[src/sv/owtsd_pkg.sv]
`default_nettype none
// ----------------------------------------------------------------------------
// owtsd_pkg
// Shared constants, types and the 1-Wire CRC8 byte update for the decoder.
// ----------------------------------------------------------------------------
package owtsd_pkg;

  localparam int unsigned PAD_BYTES  = 9;
  localparam int unsigned IDX_W      = 4;
  localparam int unsigned OFFSET_W   = 12;
  localparam int unsigned TEMP_W     = 16;
  localparam int unsigned CFG_IDX_W  = 1;
  localparam int unsigned CFG_DATA_W = 12;

  // register indexes on the configuration port
  localparam logic [CFG_IDX_W-1:0] REG_SENSOR_KIND = 1'b0;
  localparam logic [CFG_IDX_W-1:0] REG_OFFSET      = 1'b1;

  // sensor kinds
  localparam logic KIND_12BIT = 1'b0;
  localparam logic KIND_9BIT  = 1'b1;

  localparam logic [7:0] CRC_POLY   = 8'h8C;
  localparam logic [7:0] MSB_NEG    = 8'hFF;

  // completed frame handed from the byte collector to the result stage
  typedef struct packed {
    logic       crc_good;
    logic [7:0] temp_lo;
    logic [7:0] temp_hi;
    logic [7:0] count_remain;
  } frame_evt_t;

  // reflected crc8, one byte, lsb first
  function automatic logic [7:0] crc8_byte(input logic [7:0] crc_in,
                                           input logic [7:0] data_in);
    logic [7:0] c;
    logic [7:0] d;
    logic       mix;
    c = crc_in;
    d = data_in;
    for (int k = 0; k < 8; k++) begin
      mix = c[0] ^ d[0];
      c   = {1'b0, c[7:1]};
      if (mix) begin
        c = c ^ CRC_POLY;
      end
      d = {1'b0, d[7:1]};
    end
    return c;
  endfunction

endpackage

`default_nettype wire

[src/sv/owtsd_frame.sv]
`default_nettype none
// ----------------------------------------------------------------------------
// owtsd_frame
// Byte collector: counts scratchpad bytes, runs the CRC and keeps the
// temperature and count-remain bytes; registers one event per full frame.
// ----------------------------------------------------------------------------
module owtsd_frame (
  input  wire                  clk,
  input  wire                  rst_n,
  input  wire                  in_valid,
  output logic                 in_ready,
  input  wire  [7:0]           pad_byte,
  input  wire                  frame_start,
  output logic                 evt_valid,
  input  wire                  evt_ready,
  output owtsd_pkg::frame_evt_t evt
);
  import owtsd_pkg::*;

  logic [IDX_W-1:0] idx_r, idx_nxt, idx_eff;
  logic [7:0]       crc_r, crc_nxt, crc_eff;
  logic [7:0]       lo_r, lo_nxt;
  logic [7:0]       hi_r, hi_nxt;
  logic [7:0]       cr_r, cr_nxt;
  logic             evt_valid_r, evt_valid_nxt;
  frame_evt_t       evt_r, evt_nxt;
  logic             take;
  logic             done;

  assign in_ready  = !evt_valid_r || evt_ready;
  assign evt_valid = evt_valid_r;
  assign evt       = evt_r;

  // frame start restarts count and crc before the byte is taken
  assign idx_eff = frame_start ? '0 : idx_r;
  assign crc_eff = frame_start ? '0 : crc_r;
  assign take    = in_valid && in_ready && (idx_eff < IDX_W'(PAD_BYTES));
  assign done    = take && (idx_eff == IDX_W'(PAD_BYTES - 1));

  always_comb begin
    idx_nxt       = idx_r;
    crc_nxt       = crc_r;
    lo_nxt        = lo_r;
    hi_nxt        = hi_r;
    cr_nxt        = cr_r;
    evt_nxt       = evt_r;
    evt_valid_nxt = evt_valid_r;
    if (take) begin
      crc_nxt = crc8_byte(crc_eff, pad_byte);
      idx_nxt = idx_eff + IDX_W'(1);
      if (idx_eff == IDX_W'(0)) begin
        lo_nxt = pad_byte;
      end
      if (idx_eff == IDX_W'(1)) begin
        hi_nxt = pad_byte;
      end
      if (idx_eff == IDX_W'(6)) begin
        cr_nxt = pad_byte;
      end
    end
    if (in_ready) begin
      evt_valid_nxt = done;
    end
    if (done) begin
      // stored bytes are final by the ninth byte, which is the crc itself
      evt_nxt.crc_good     = (crc_nxt == 8'h00);
      evt_nxt.temp_lo      = lo_r;
      evt_nxt.temp_hi      = hi_r;
      evt_nxt.count_remain = cr_r;
    end
  end

  always_ff @(posedge clk) begin
    if (!rst_n) begin
      idx_r       <= '0;
      crc_r       <= '0;
      lo_r        <= '0;
      hi_r        <= '0;
      cr_r        <= '0;
      evt_valid_r <= 1'b0;
    end else begin
      idx_r       <= idx_nxt;
      crc_r       <= crc_nxt;
      lo_r        <= lo_nxt;
      hi_r        <= hi_nxt;
      cr_r        <= cr_nxt;
      evt_valid_r <= evt_valid_nxt;
    end
    evt_r <= evt_nxt;
  end

endmodule

`default_nettype wire

[src/sv/owtsd_result.sv]
`default_nettype none
// ----------------------------------------------------------------------------
// owtsd_result
// Result stage: decodes the frame per sensor kind, adds the offset,
// saturates to 16 bits, zeroes it on a bad CRC and holds it in the output register.
// ----------------------------------------------------------------------------
module owtsd_result (
  input  wire                                  clk,
  input  wire                                  rst_n,
  input  wire                                  evt_valid,
  output logic                                 evt_ready,
  input  wire  owtsd_pkg::frame_evt_t          evt,
  input  wire                                  sensor_kind,
  input  wire  [owtsd_pkg::OFFSET_W-1:0]       offset,
  output logic                                 out_valid,
  input  wire                                  out_ready,
  output logic [owtsd_pkg::TEMP_W-1:0]         out_temp,
  output logic                                 out_good
);
  import owtsd_pkg::*;

  localparam int unsigned SUM_W = TEMP_W + 2;

  logic              out_valid_r, out_valid_nxt;
  logic [TEMP_W-1:0] temp_r, temp_nxt;
  logic              good_r, good_nxt;
  logic [9:0]        half;
  logic [SUM_W-1:0]  t12, t9, traw, off_ext, sum;
  logic [TEMP_W-1:0] sat;

  assign evt_ready = !out_valid_r || out_ready;
  assign out_valid = out_valid_r;
  assign out_temp  = temp_r;
  assign out_good  = good_r;

  always_comb begin
    t12 = {{(SUM_W - 16){evt.temp_hi[7]}}, evt.temp_hi, evt.temp_lo};
    // half degrees, bit 0 dropped; msb all ones means lsb - 256
    if (evt.temp_hi == MSB_NEG) begin
      half = {2'b11, evt.temp_lo[7:1], 1'b0};
    end else begin
      half = {2'b00, evt.temp_lo[7:1], 1'b0};
    end
    // half*8 - 4 + 16 - count_remain
    t9 = {{(SUM_W - 13){half[9]}}, half, 3'b000} + SUM_W'(12)
         - {{(SUM_W - 8){1'b0}}, evt.count_remain};
    traw    = (sensor_kind == KIND_9BIT) ? t9 : t12;
    off_ext = {{(SUM_W - OFFSET_W){offset[OFFSET_W-1]}}, offset};
    sum     = traw + off_ext;
    priority if (!sum[SUM_W-1] && (sum[SUM_W-2:TEMP_W-1] != '0)) begin
      sat = {1'b0, {(TEMP_W - 1){1'b1}}};
    end else if (sum[SUM_W-1] && (sum[SUM_W-2:TEMP_W-1] != '1)) begin
      sat = {1'b1, {(TEMP_W - 1){1'b0}}};
    end else begin
      sat = sum[TEMP_W-1:0];
    end
  end

  always_comb begin
    out_valid_nxt = out_valid_r;
    temp_nxt      = temp_r;
    good_nxt      = good_r;
    if (evt_ready) begin
      out_valid_nxt = evt_valid;
      if (evt_valid) begin
        good_nxt = evt.crc_good;
        temp_nxt = evt.crc_good ? sat : '0;
      end
    end
  end

  always_ff @(posedge clk) begin
    if (!rst_n) begin
      out_valid_r <= 1'b0;
    end else begin
      out_valid_r <= out_valid_nxt;
    end
    temp_r <= temp_nxt;
    good_r <= good_nxt;
  end

endmodule

`default_nettype wire

[src/sv/onewire_temp_scratchpad_decoder.sv]
`default_nettype none
// ----------------------------------------------------------------------------
// onewire_temp_scratchpad_decoder
// Decodes the nine scratchpad bytes of a 1-Wire temperature sensor into a
// temperature in 1/16 degC with a CRC-good flag.
// ----------------------------------------------------------------------------
//  channel | direction | tdata                        | tuser
//  in_     | slave     | [7:0] pad_byte               | frame_start
//  out_    | master    | [15:0] temperature_sixteenths| crc_good
//  cfg_    | write     | [11:0] register value        | (index on cfg_index)
//
// one byte per cycle is taken while in_tready is high; a result leaves after the ninth
// byte through the frame event register and then the result register.
// reset (synchronous) clears count, crc, stored bytes and both valid flags.
// in_tready drops only while both the frame event and the result are held
// by a stalled out_tready.
// ----------------------------------------------------------------------------
module onewire_temp_scratchpad_decoder (
  input  wire                                  clk,
  input  wire                                  rst_n,
  input  wire                                  in_tvalid,
  output logic                                 in_tready,
  input  wire  [7:0]                           in_tdata,   // [7:0] pad_byte
  input  wire                                  in_tuser,   // [0] frame_start
  output logic                                 out_tvalid,
  input  wire                                  out_tready,
  output logic [owtsd_pkg::TEMP_W-1:0]         out_tdata,  // [15:0] temperature_sixteenths
  output logic                                 out_tuser,  // [0] crc_good
  input  wire                                  cfg_we,
  input  wire  [owtsd_pkg::CFG_IDX_W-1:0]      cfg_index,
  input  wire  [owtsd_pkg::CFG_DATA_W-1:0]     cfg_wdata
);
  import owtsd_pkg::*;

  logic                kind_r, kind_nxt;
  logic [OFFSET_W-1:0] offset_r, offset_nxt;
  logic                evt_valid;
  logic                evt_ready;
  frame_evt_t          evt;

  always_comb begin
    kind_nxt   = kind_r;
    offset_nxt = offset_r;
    if (cfg_we) begin
      unique case (cfg_index)
        REG_SENSOR_KIND: kind_nxt   = cfg_wdata[0];
        REG_OFFSET:      offset_nxt = cfg_wdata[OFFSET_W-1:0];
        default: ;
      endcase
    end
  end

  always_ff @(posedge clk) begin
    if (!rst_n) begin
      kind_r   <= KIND_12BIT;
      offset_r <= '0;
    end else begin
      kind_r   <= kind_nxt;
      offset_r <= offset_nxt;
    end
  end

  owtsd_frame u_frame (
    .clk         (clk),
    .rst_n       (rst_n),
    .in_valid    (in_tvalid),
    .in_ready    (in_tready),
    .pad_byte    (in_tdata),
    .frame_start (in_tuser),
    .evt_valid   (evt_valid),
    .evt_ready   (evt_ready),
    .evt         (evt)
  );

  owtsd_result u_result (
    .clk         (clk),
    .rst_n       (rst_n),
    .evt_valid   (evt_valid),
    .evt_ready   (evt_ready),
    .evt         (evt),
    .sensor_kind (kind_r),
    .offset      (offset_r),
    .out_valid   (out_tvalid),
    .out_ready   (out_tready),
    .out_temp    (out_tdata),
    .out_good    (out_tuser)
  );

endmodule

`default_nettype wire

[config.mk]
export PLATFORM = sky130hd
export DESIGN_NAME = onewire_temp_scratchpad_decoder
export DESIGN_NICKNAME = d
export VERILOG_FILES = /design/src/sv/owtsd_pkg.sv /design/src/sv/owtsd_frame.sv /design/src/sv/owtsd_result.sv /design/src/sv/onewire_temp_scratchpad_decoder.sv
export SDC_FILE = /design/constraint.sdc
export NUM_CORES = 1
export LEC_CHECK = 0
export ABC_AREA = 1
export BUFFER_PORTS_ARGS = -buffer_cell sky130_fd_sc_hd__buf_4
export CAP_MARGIN = 10
export CORE_MARGIN = 8
export CORE_UTILIZATION = 35
export DETAILED_ROUTE_END_ITERATION = 8
export HOLD_SLACK_MARGIN = 0.06
export SYNTH_ARGS = -nofsm -noshare
export SYNTH_HDL_FRONTEND = slang
export SYNTH_HIERARCHICAL = 1
export SYNTH_SLANG_ARGS = --single-unit
[constraint.sdc]
create_clock -name clk -period 5.29 [get_ports clk]
set_input_delay 0.7935 -clock clk [delete_from_list [all_inputs] [get_ports clk]]
set_output_delay 0.7935 -clock clk [all_outputs]
set_load 0.05 [all_outputs]
-- Word-level counts from Yosys, hierarchy flattened
Index checks and enable logic that the tools add are counted.
- register bits after elaboration: 93
- logic and storage cells: 86
- reductions and logical operators: 20
- bitwise operators: 18
- muxes and demuxes: 22
- add/sub/neg operators: 4
- $lt $le $gt $ge: 1
- eq/ne operators: 5
- operators with widths (cell ; count):
    two-way mux 8 bit ; 17
    inverter 2 -> 3 bit ; 8
    adder 18 bit ; 1
    two-way mux 18 bit ; 1
    subtractor 18 x 8 -> 18 bit ; 1
    two-way mux 16 bit ; 1
    two-way mux 15 bit ; 1
    adder 13 x 5 -> 14 bit (second input constant) ; 1
    AND reduction 2 bit ; 6
    two-way mux 10 bit ; 1
    equality test 8 bit (second input constant) ; 1
    logical NOT 8 bit ; 1
    XOR 1 bit ; 8
    logical AND 1 bit ; 5
    adder 4 x 1 -> 4 bit (second input constant) ; 1
    equality test 4 x 1 -> 1 bit (second input constant) ; 1
    equality test 4 x 3 -> 1 bit (second input constant) ; 1
    equality test 4 bit (second input constant) ; 1
    logical NOT 4 bit ; 1
    < comparator 4 bit (second input constant) ; 1
    two-way mux 4 bit ; 1
    logical NOT 1 bit ; 3
    logical OR 1 bit ; 2
    != test 2 bit (second input constant) ; 1
    other kinds (3) ; 4

-- Depth between registers and ports, before layout
Gate-level depths: netlist of the first run.
- word-level depth: 28
- gate-level depth with buffers: 26
- gate-level depth less buffers: 25

-- Hierarchy
The synthesis of the first run kept the hierarchy.
- modules (own cells, without submodules) (module ; cells an instance ; sequential area each (um^2) ; area an instance (um^2) ; times used):
    owtsd_frame ; 293 ; 1491.4 ; 2685.1 ; 1
    owtsd_result ; 350 ; 530.5 ; 2411.1 ; 1
    onewire_temp_scratchpad_decoder ; 60 ; 260.2 ; 485.5 ; 1

-- Worst setup path after synthesis of the first run
OpenSTA, ideal clock, no wires.
- kind: input to register
- from: in out_tready
- to: reg u_frame.evt_r (netlist bit u_frame/evt[0]) (enable)
- slack: 0.638 ns
- arrival: 4.179 ns
- buffers on the path: 0
- stages on the path: 8
- data required time: 4.817 ns
- cells stage by stage: inv_1 nand2_1 inv_1 nand2_1 nand2_1 nor2_2 inv_2 nor4_1
- word-level cells in the longest chain between the ends: 5
- RTL lines (what ; RTL line ; RTL):
    start: declaration ; onewire_temp_scratchpad_decoder.sv:26 ; input wire out_tready,
    logical OR 1 bit ; owtsd_result.sv:31 ; assign evt_ready = !out_valid_r || out_ready;
    named net evt_ready ; onewire_temp_scratchpad_decoder.sv:38 ; logic evt_ready;
    logical OR 1 bit ; owtsd_frame.sv:30 ; assign in_ready = !evt_valid_r || evt_ready;
    named net in_tready ; onewire_temp_scratchpad_decoder.sv:22 ; output logic in_tready,
    logical AND 1 bit (2 in series) ; owtsd_frame.sv:37 ; assign take = in_valid && in_ready && (idx_eff < IDX_W'(PAD_BYTES));
    logical AND 1 bit ; owtsd_frame.sv:38 ; assign done = take && (idx_eff == IDX_W'(PAD_BYTES - 1));
    named net u_frame.done ; owtsd_frame.sv:28 ; logic done;
    end signal: assignment ; owtsd_frame.sv:89 ; evt_r <= evt_nxt;
    end: declaration ; owtsd_frame.sv:26 ; frame_evt_t evt_r, evt_nxt;
The timed path passes the listed nets, and every way through them passes these cells.
A chain may end at the register's enable or synchronous reset.

-- Final worst setup path of the first run
- from: reg u_frame.evt_r (netlist bit u_frame/evt[18])
- to: reg u_result.temp_r[14] (netlist: u_result/out_temp[14]), data pin
- word-level cells in the longest chain between the ends: 9
- elaborated cells between the ends (all ways): 12
- RTL lines (what ; RTL line ; RTL):
    two-way mux 10 bit ; owtsd_result.sv:39 ; if (evt.temp_hi == MSB_NEG) begin
    adder 13 x 5 -> 14 bit ; owtsd_result.sv:45 ; t9 = {{(SUM_W - 13){half[9]}}, half, 3'b000} + SUM_W'(12)
    subtractor 18 x 8 -> 18 bit ; owtsd_result.sv:46 ; - {{(SUM_W - 8){1'b0}}, evt.count_remain};
    two-way mux 18 bit (*) ; owtsd_result.sv:47 ; traw = (sensor_kind == KIND_9BIT) ? t9 : t12;
    adder 18 bit (*) ; owtsd_result.sv:49 ; sum = traw + off_ext;
    != test 2 bit ; owtsd_result.sv:52 ; end else if (sum[SUM_W-1] && (sum[SUM_W-2:TEMP_W-1] != '1)) begin
    logical AND 1 bit ; owtsd_result.sv:52 ;
    two-way mux 16 bit ; owtsd_result.sv:52 ;
    two-way mux 15 bit (*) ; owtsd_result.sv:50 ; priority if (!sum[SUM_W-1] && (sum[SUM_W-2:TEMP_W-1] != '0)) begin
    end signal: assignment ; owtsd_result.sv:78 ; temp_r <= temp_nxt;
    end: declaration ; owtsd_result.sv:25 ; logic [TEMP_W-1:0] temp_r, temp_nxt;
Every way passes the cells marked *; elsewhere a longest branch is shown, timed or not.

==> metrics, run 1 <==
worst setup path endpoint=u_result/out_temp[14]; Port Buffers=45; max cap viols=0; Area contributors post-synth=edfxtp_1 (23%), dfxtp_1 (18%), nand2_1 (9.3%), ha_1 (6.1%), inv_1 (5.8%); Critical-path top delay cell=edfxtp_1; largest net degree at the start of global routing=44; Setup crit start kind=flip-flop; yosys warns=6; area fraction in compound gates after synthesis=12.9%; Synth area leader=edfxtp_1; crit path buf inv count=2; RSZ-0062 raised after global routing=false; Starting Density=35.5%; routed vias/inst=4.52; gpl congestion=roughly 0.8; hold path cells=0; Critical path origin=u_frame/evt[18]; final setup margin=1760 ps; Final Cycle Share=between 60% and 70%; worst clock skew=roughly 8.6 ps; Worst Tran Pin Value=1030 ps; Worst VDD drop=approximately 0.15 mV; adder-cell share of the synthesized area=6.41%; TritonCTS buffer count=9; area of the mapped netlist=5580 sq um; DRC Markers=0; clock latency at the later pin of the worst-skew pair=340 ps; TritonCTS clock tree=done; IO Count=46; first drt pass iteration count=4; WP depth=23; CTS-repair resized insts=0; die area=20,200 sq um; die height=142 microns; vias in the first global route=4,142; Worst Hold Class=reg -> reg; design area=6360 sq um; asr flop ratio synth=0%; Setup CP Type=reg -> reg; most common cell after layout, fill and taps aside=nand2_1; share of cells above drive strength 1=17.9%; Global Route Usage Sum=12.1%; dpl cell area=6080 sq um; CTS root buf=clkbuf_16; hold_buf cts=0; average cell area after synthesis=7.94 sq um; Slew headroom=31.3%; worst-path fanout max=14; f_max=283 MHz; post-synth top area share=22.6%; setup bufs post-CTS=0; DR vias=4,356; post-synthesis sequential area ratio=40.9%; Core ar.=~16,000 sq um; Synth Area in Simple Gates=27.5%; Final setup viols=0; R2R setup slack=around 1800 ps; initial DRC count=roughly 300; minimum clock period=approximately 3500 ps; FF+latch count, synth=93; clock-pin slew on the worst setup and hold paths=roughly 70 ps; FILL cells=1,631; die width=between 100 and 150 microns; CP Data Arrival Time=3620 ps; data required time of the critical path=5380 ps; Routed Antenna Nets=0; FP Rows=46; # clock sinks=93; reg2reg path depth=23; Post-synth EDFFs=42; most frequent CP cell=nand2_1; syn_nets=758; Final Hold Vio Count=0; grt ovf=0; # diodes=0; crit-path max cell delay=400 ps; crit-path cells=ha_1 > a21oi_1 > o21ai_0 > nand3_1 > nand2_1 > nor2_1 > nand2_1 > o21ai_0 > inv_1 > nor2_1 > ha_1 > nand2_1 > inv_1 > nand2_1 > nand2_1 > a21oi_2 > nand2_2 > nand2_1 > nand2_1 > nand2_2 > nand2_4 > nand3b_1 > nand2_1; RR Startpoint=u_frame/evt[18]; Layout area overhead=14.0%; Crit. End Element=flip-flop; multiplexer area fraction after synthesis=0%; H-tree lvl count=3; most frequent cells in the layout=nand2_1 (138), inv_1 (86), nor2_1 (72); Pins Over Slew Limit=0; Clock Path Buffers=2; delay-heaviest family, CP=simple AND/OR/NAND/NOR gates; post-synth cell types=44; Synth Flop Type=dfxtp_1; Post-Route WL=~12 mm; first-pass GRT wire length=19.6 mm; setup slack after placement=1820 ps; P_leak=around 3 nW; Synth Area in XOR/XNOR=3.30%; Total Nets Final=797; antenna violations before repair=0; outcome=finished clean; Detail Placement HPWL=9.27 mm; Post-Synthesis Cells=703; Avg WL per Cell=12.3 microns; largest family of logic cells by synthesized area=simple AND/OR/NAND/NOR gates; Worst R2R End=u_result/out_temp[14]; setup TNS=0 ps; P per Cell Area=279 nW/um^2
sequential cells by signal (all words and copies together) (netlist names):
name	count
kind_r	1
u_frame/cr_r	8
u_frame/hi_r	8
u_frame/evt	25
offset_r	12
u_frame/evt_valid	1
u_frame/crc_r	8
u_result/out_good	1
u_frame/idx_r	4
u_frame/lo_r	8
u_result/out_temp	16
u_result/out_valid	1
Yosys cell counts (2+ instances only):
cell type,n
o21ai_0,48
buf_4,4
nand2_1,138
a21oi_1,58
nand3_1,32
a21oi_2,4
nand4_1,6
nor3_4,3
ha_1,27
inv_1,86
nand2_2,25
o21ai_1,11
clkbuf_1,5
xnor2_1,7
or2_2,2
buf_6,3
nor2_2,3
buf_2,6
nor4_1,2
dfxtp_1,51
nor2_1,72
o21bai_1,5
xor2_1,14
nand3_2,13
a21boi_0,2
nand3b_1,4
inv_2,8
nor3_1,2
edfxtp_1,42
nand2_4,6
where the power goes:
group | internal (W) | switching [W] | leakage [nW]
logic | 0.000126 | 0.000219 | 1.99
registers | 0.000787 | 0.0000195 | 0.815
clock network | 0.000329 | 0.000292 | 0.137
total | 0.00124 | 0.000530 | 2.95
stage by stage:
step                      hold WS, ps  cells  total power, W  utilization [%]
after floorplan                   403    703         0.00110                -
final                             427    963         0.00177             40.5
after global placement            411    947         0.00117             38.7
after global routing              444    963         0.00187             40.5
after CTS                         427    963         0.00180             40.5
after detailed placement          412    947         0.00117             38.7
how the worst min path moves through the flow:
stage                               start         endpoint  slack, ps
after floorplan           u_frame/hi_r[3]  u_frame/evt[11]        400
after global placement    u_frame/lo_r[1]  u_frame/evt[17]        410
after detailed placement  u_frame/lo_r[6]  u_frame/evt[22]        410
after CTS                 u_frame/lo_r[6]  u_frame/evt[22]        430
after global routing      u_frame/cr_r[3]   u_frame/evt[3]        440
final                     u_frame/lo_r[6]  u_frame/evt[22]        430
routing by layer:
| layer | global-route usage [%] | up-vias | share of wire, % |
|---|---|---|---|
| met5 | 0 | - | 0 |
| met4 | 4.41 | 0 | 0.79 |
| met3 | 2.88 | 6 | 4.0 |
| met2 | 20.7 | 57 | 48 |
| met1 | 14.4 | 1913 | 47 |
| li1 | - | 2380 | - |
logic make-up (layout without fill, tap and decap cells):
family          after synthesis  after routing
simple gates                313            313
compound gates              133            133
buf+inv                     115            159
flops                        93             93
fa+ha+maj                    28             28
xor+xnor                     21             21
layout make-up:
class / instances / area (sq um) / share of cell area, %
Tap cell: 216 / 270 / 4.25
Clock buffer: 10 / 229 / 3.60
Sequential cell: 93 / 2280 / 35.9
Timing Repair Buffer: 48 / 360 / 5.66
Inverter: 95 / 357 / 5.61
Clock inverter: 6 / 56.3 / 0.885
Multi-Input combinational cell: 495 / 2810 / 44.1
Note: power is estimated with default switching activity, not from simulation.
==> inputs of run 2 (changes only) <==
==> constraint.sdc (replaced) <==
create_clock -name clk -period 3.65 [get_ports clk]
set_input_delay 0.5475 -clock clk [delete_from_list [all_inputs] [get_ports clk]]
set_output_delay 0.5475 -clock clk [all_outputs]
set_load 0.05 [all_outputs]
==> run 2 against run 1 <==
Compared with the run above: register-to-register slack worse by 1400 ps; critical endpoint unchanged; sequential share of layout area down 0.46 points; non-clock buffer count up 2.
==> metrics, run 2 (same netlist as run 1, synthesis figures left out) <==
crit-path cells=ha_4 > a21oi_1 > a21boi_1 > nand2_1 > nand2_1 > nand2_1 > nor2_1 > nand3_1 > o21ai_0 > nor2_1 > ha_1 > a21oi_1 > nand2_1 > a21oi_4 > nand2_2 > nand2_2 > nand2_2 > nand2_2 > nand2_4 > nand3b_1 > nand2_1; H-tree lvl count=3; crit-path max cell delay=440 ps; IO Count=46; Final Cycle Share=91.4%; largest net degree at the start of global routing=44; Critical-path top delay cell=edfxtp_1; outcome=finished clean; die area=20,200 sq um; dpl cells=948; initial DRC count=223; Setup crit start kind=flip-flop; routed vias/inst=4.57; delay-heaviest family, CP=simple AND/OR/NAND/NOR gates; CTS root buf=clkbuf_16; max FFs per register=25; die height=142 microns; Layout area overhead=15.4%; Core ar.=around 16,000 sq um; Clock Path Buffers=2; P_leak=2.96 nW; Post-Route WL=11.8 mm; Post-Layout Cell Count=965; Fin Hold WS=429 ps; Worst VDD drop=0.218 mV; hold path cells=0; Port Buffers=45; clock-pin slew on the worst setup and hold paths=70 ps; Slew headroom=35.1%; Multi-input gate area=between 2000 and 3000 sq um; Avg WL per Cell=12.2 microns; CP Data Arrival Time=3430 ps; antenna violations before repair=0; R2R setup slack=310 ps; most frequent cells in the layout=nand2_1 (137), inv_1 (86), nor2_1 (72); Global Route Usage Sum=about an eighth; Total Nets Final=799; WP depth=21; Final setup viols=0; most common cell after layout, fill and taps aside=nand2_1; # clock sinks=93; Routed Antenna Nets=0; reg2reg path depth=21; FP Rows=46; worst-path fanout max=14; first-pass GRT wire length=20.1 mm; worst clock skew=6.50 ps; DRC Markers=0; crit path buf inv count=0; Worst Tran Pin Value=974 ps; minimum clock period=3340 ps; FILL cells=1,606; Pins Over Slew Limit=0; P per Cell Area=403 nW/um^2; Detail Placement HPWL=between 9 and 10 mm; clock latency at the later pin of the worst-skew pair=340 ps; Worst Hold Class=reg -> reg; Final Hold Vio Count=0; gpl congestion=0.820; max cap viols=0; DR vias=between 4,000 and 5,000; setup TNS=0 ps; TritonCTS clock tree=done; grt ovf=0; most frequent CP cell=nand2_1; vias in the first global route=4,327; # diodes=0; Starting Density=35.5%; FF/Latch Area=around 2300 sq um; Crit. End Element=flip-flop; data required time of the critical path=3740 ps; share of cells above drive strength 1=between 10% and 20%; f_max=300 MHz; first drt pass iteration count=4; die width=142 microns; TritonCTS buffer count=9; Setup CP Type=reg -> reg
-- run 2: cell types whose count changed in the layout (fill, tap and decap cells not counted), moves of 2 or more --
cell     previous run  this run
ha_1               27        23
o21ai_0            48        44
buf_4              48        50
o21ai_1            11        15
ha_4                0         3
-- run 2: worst reg2reg max path: cells and delay by family (launching register included) --
kind            cells  cell delay, ps
simple gates       14            1260
compound gates      5             800
flops               1             440
fa+ha+maj           2             610
-- run 2: layout make-up --
| cell class | instances | share of cell area [%] |
|---|---|---|
| tap | 216 | 4.19 |
| timing repair buffer | 50 | 5.83 |
| multi-input combinational | 495 | 44.5 |
| clock buffer | 10 | 3.71 |
| clock inverter | 6 | 0.854 |
| inverter | 95 | 5.53 |
| sequential | 93 | 35.4 |
-- run 2: worst paths after layout --
path	start	to
setup / recovery	u_frame/evt[19]	u_result/out_temp[14]
hold / removal	u_frame/lo_r[6]	u_frame/evt[22]
setup reg to reg	u_frame/evt[19]	u_result/out_temp[14]
hold reg to reg	u_frame/lo_r[6]	u_frame/evt[22]
-- run 2: per-layer routing --
metal	vias up	wire (microns)	GRT usage (%)
met3	16	450	3.09
met1	1938	5410	14.3
met5	-	0	0
li1	2390	-	-
met4	0	212	4.24
met2	62	5700	21.5
-- run 2: repair_timing --
item | 4_1_cts | 5_1_grt
hold buffers | 0 | 0
resized for setup | 0 | 11
setup endpoints to repair | 0 | 16
buffers inserted | 0 | 1
-- run 2: through the flow --
step / worst slack [ps] / cell area (sq um) / utilization (%) / total power, W
3_5_place_dp: 127 / 6090 / 38.8 / 0.00170
5_1_grt: -18.8 / 6440 / 41.0 / 0.00274
6_report: 312 / 6440 / 41.0 / 0.00260
3_3_place_gp: 250 / 6090 / 38.8 / 0.00169
4_1_cts: 97.0 / 6390 / 40.6 / 0.00263
2_1_floorplan: 327 / 5590 / - / 0.00160
-- run 2: report_power, final --
group / internal [W] / leakage (nW) / switching, W / total (W)
sequential: 0.00114 / 0.815 / 0.0000260 / 0.00117
clock: 0.000494 / 0.139 / 0.000426 / 0.000920
combinational: 0.000187 / 2.00 / 0.000323 / 0.000510
total: 0.00182 / 2.96 / 0.000775 / 0.00260
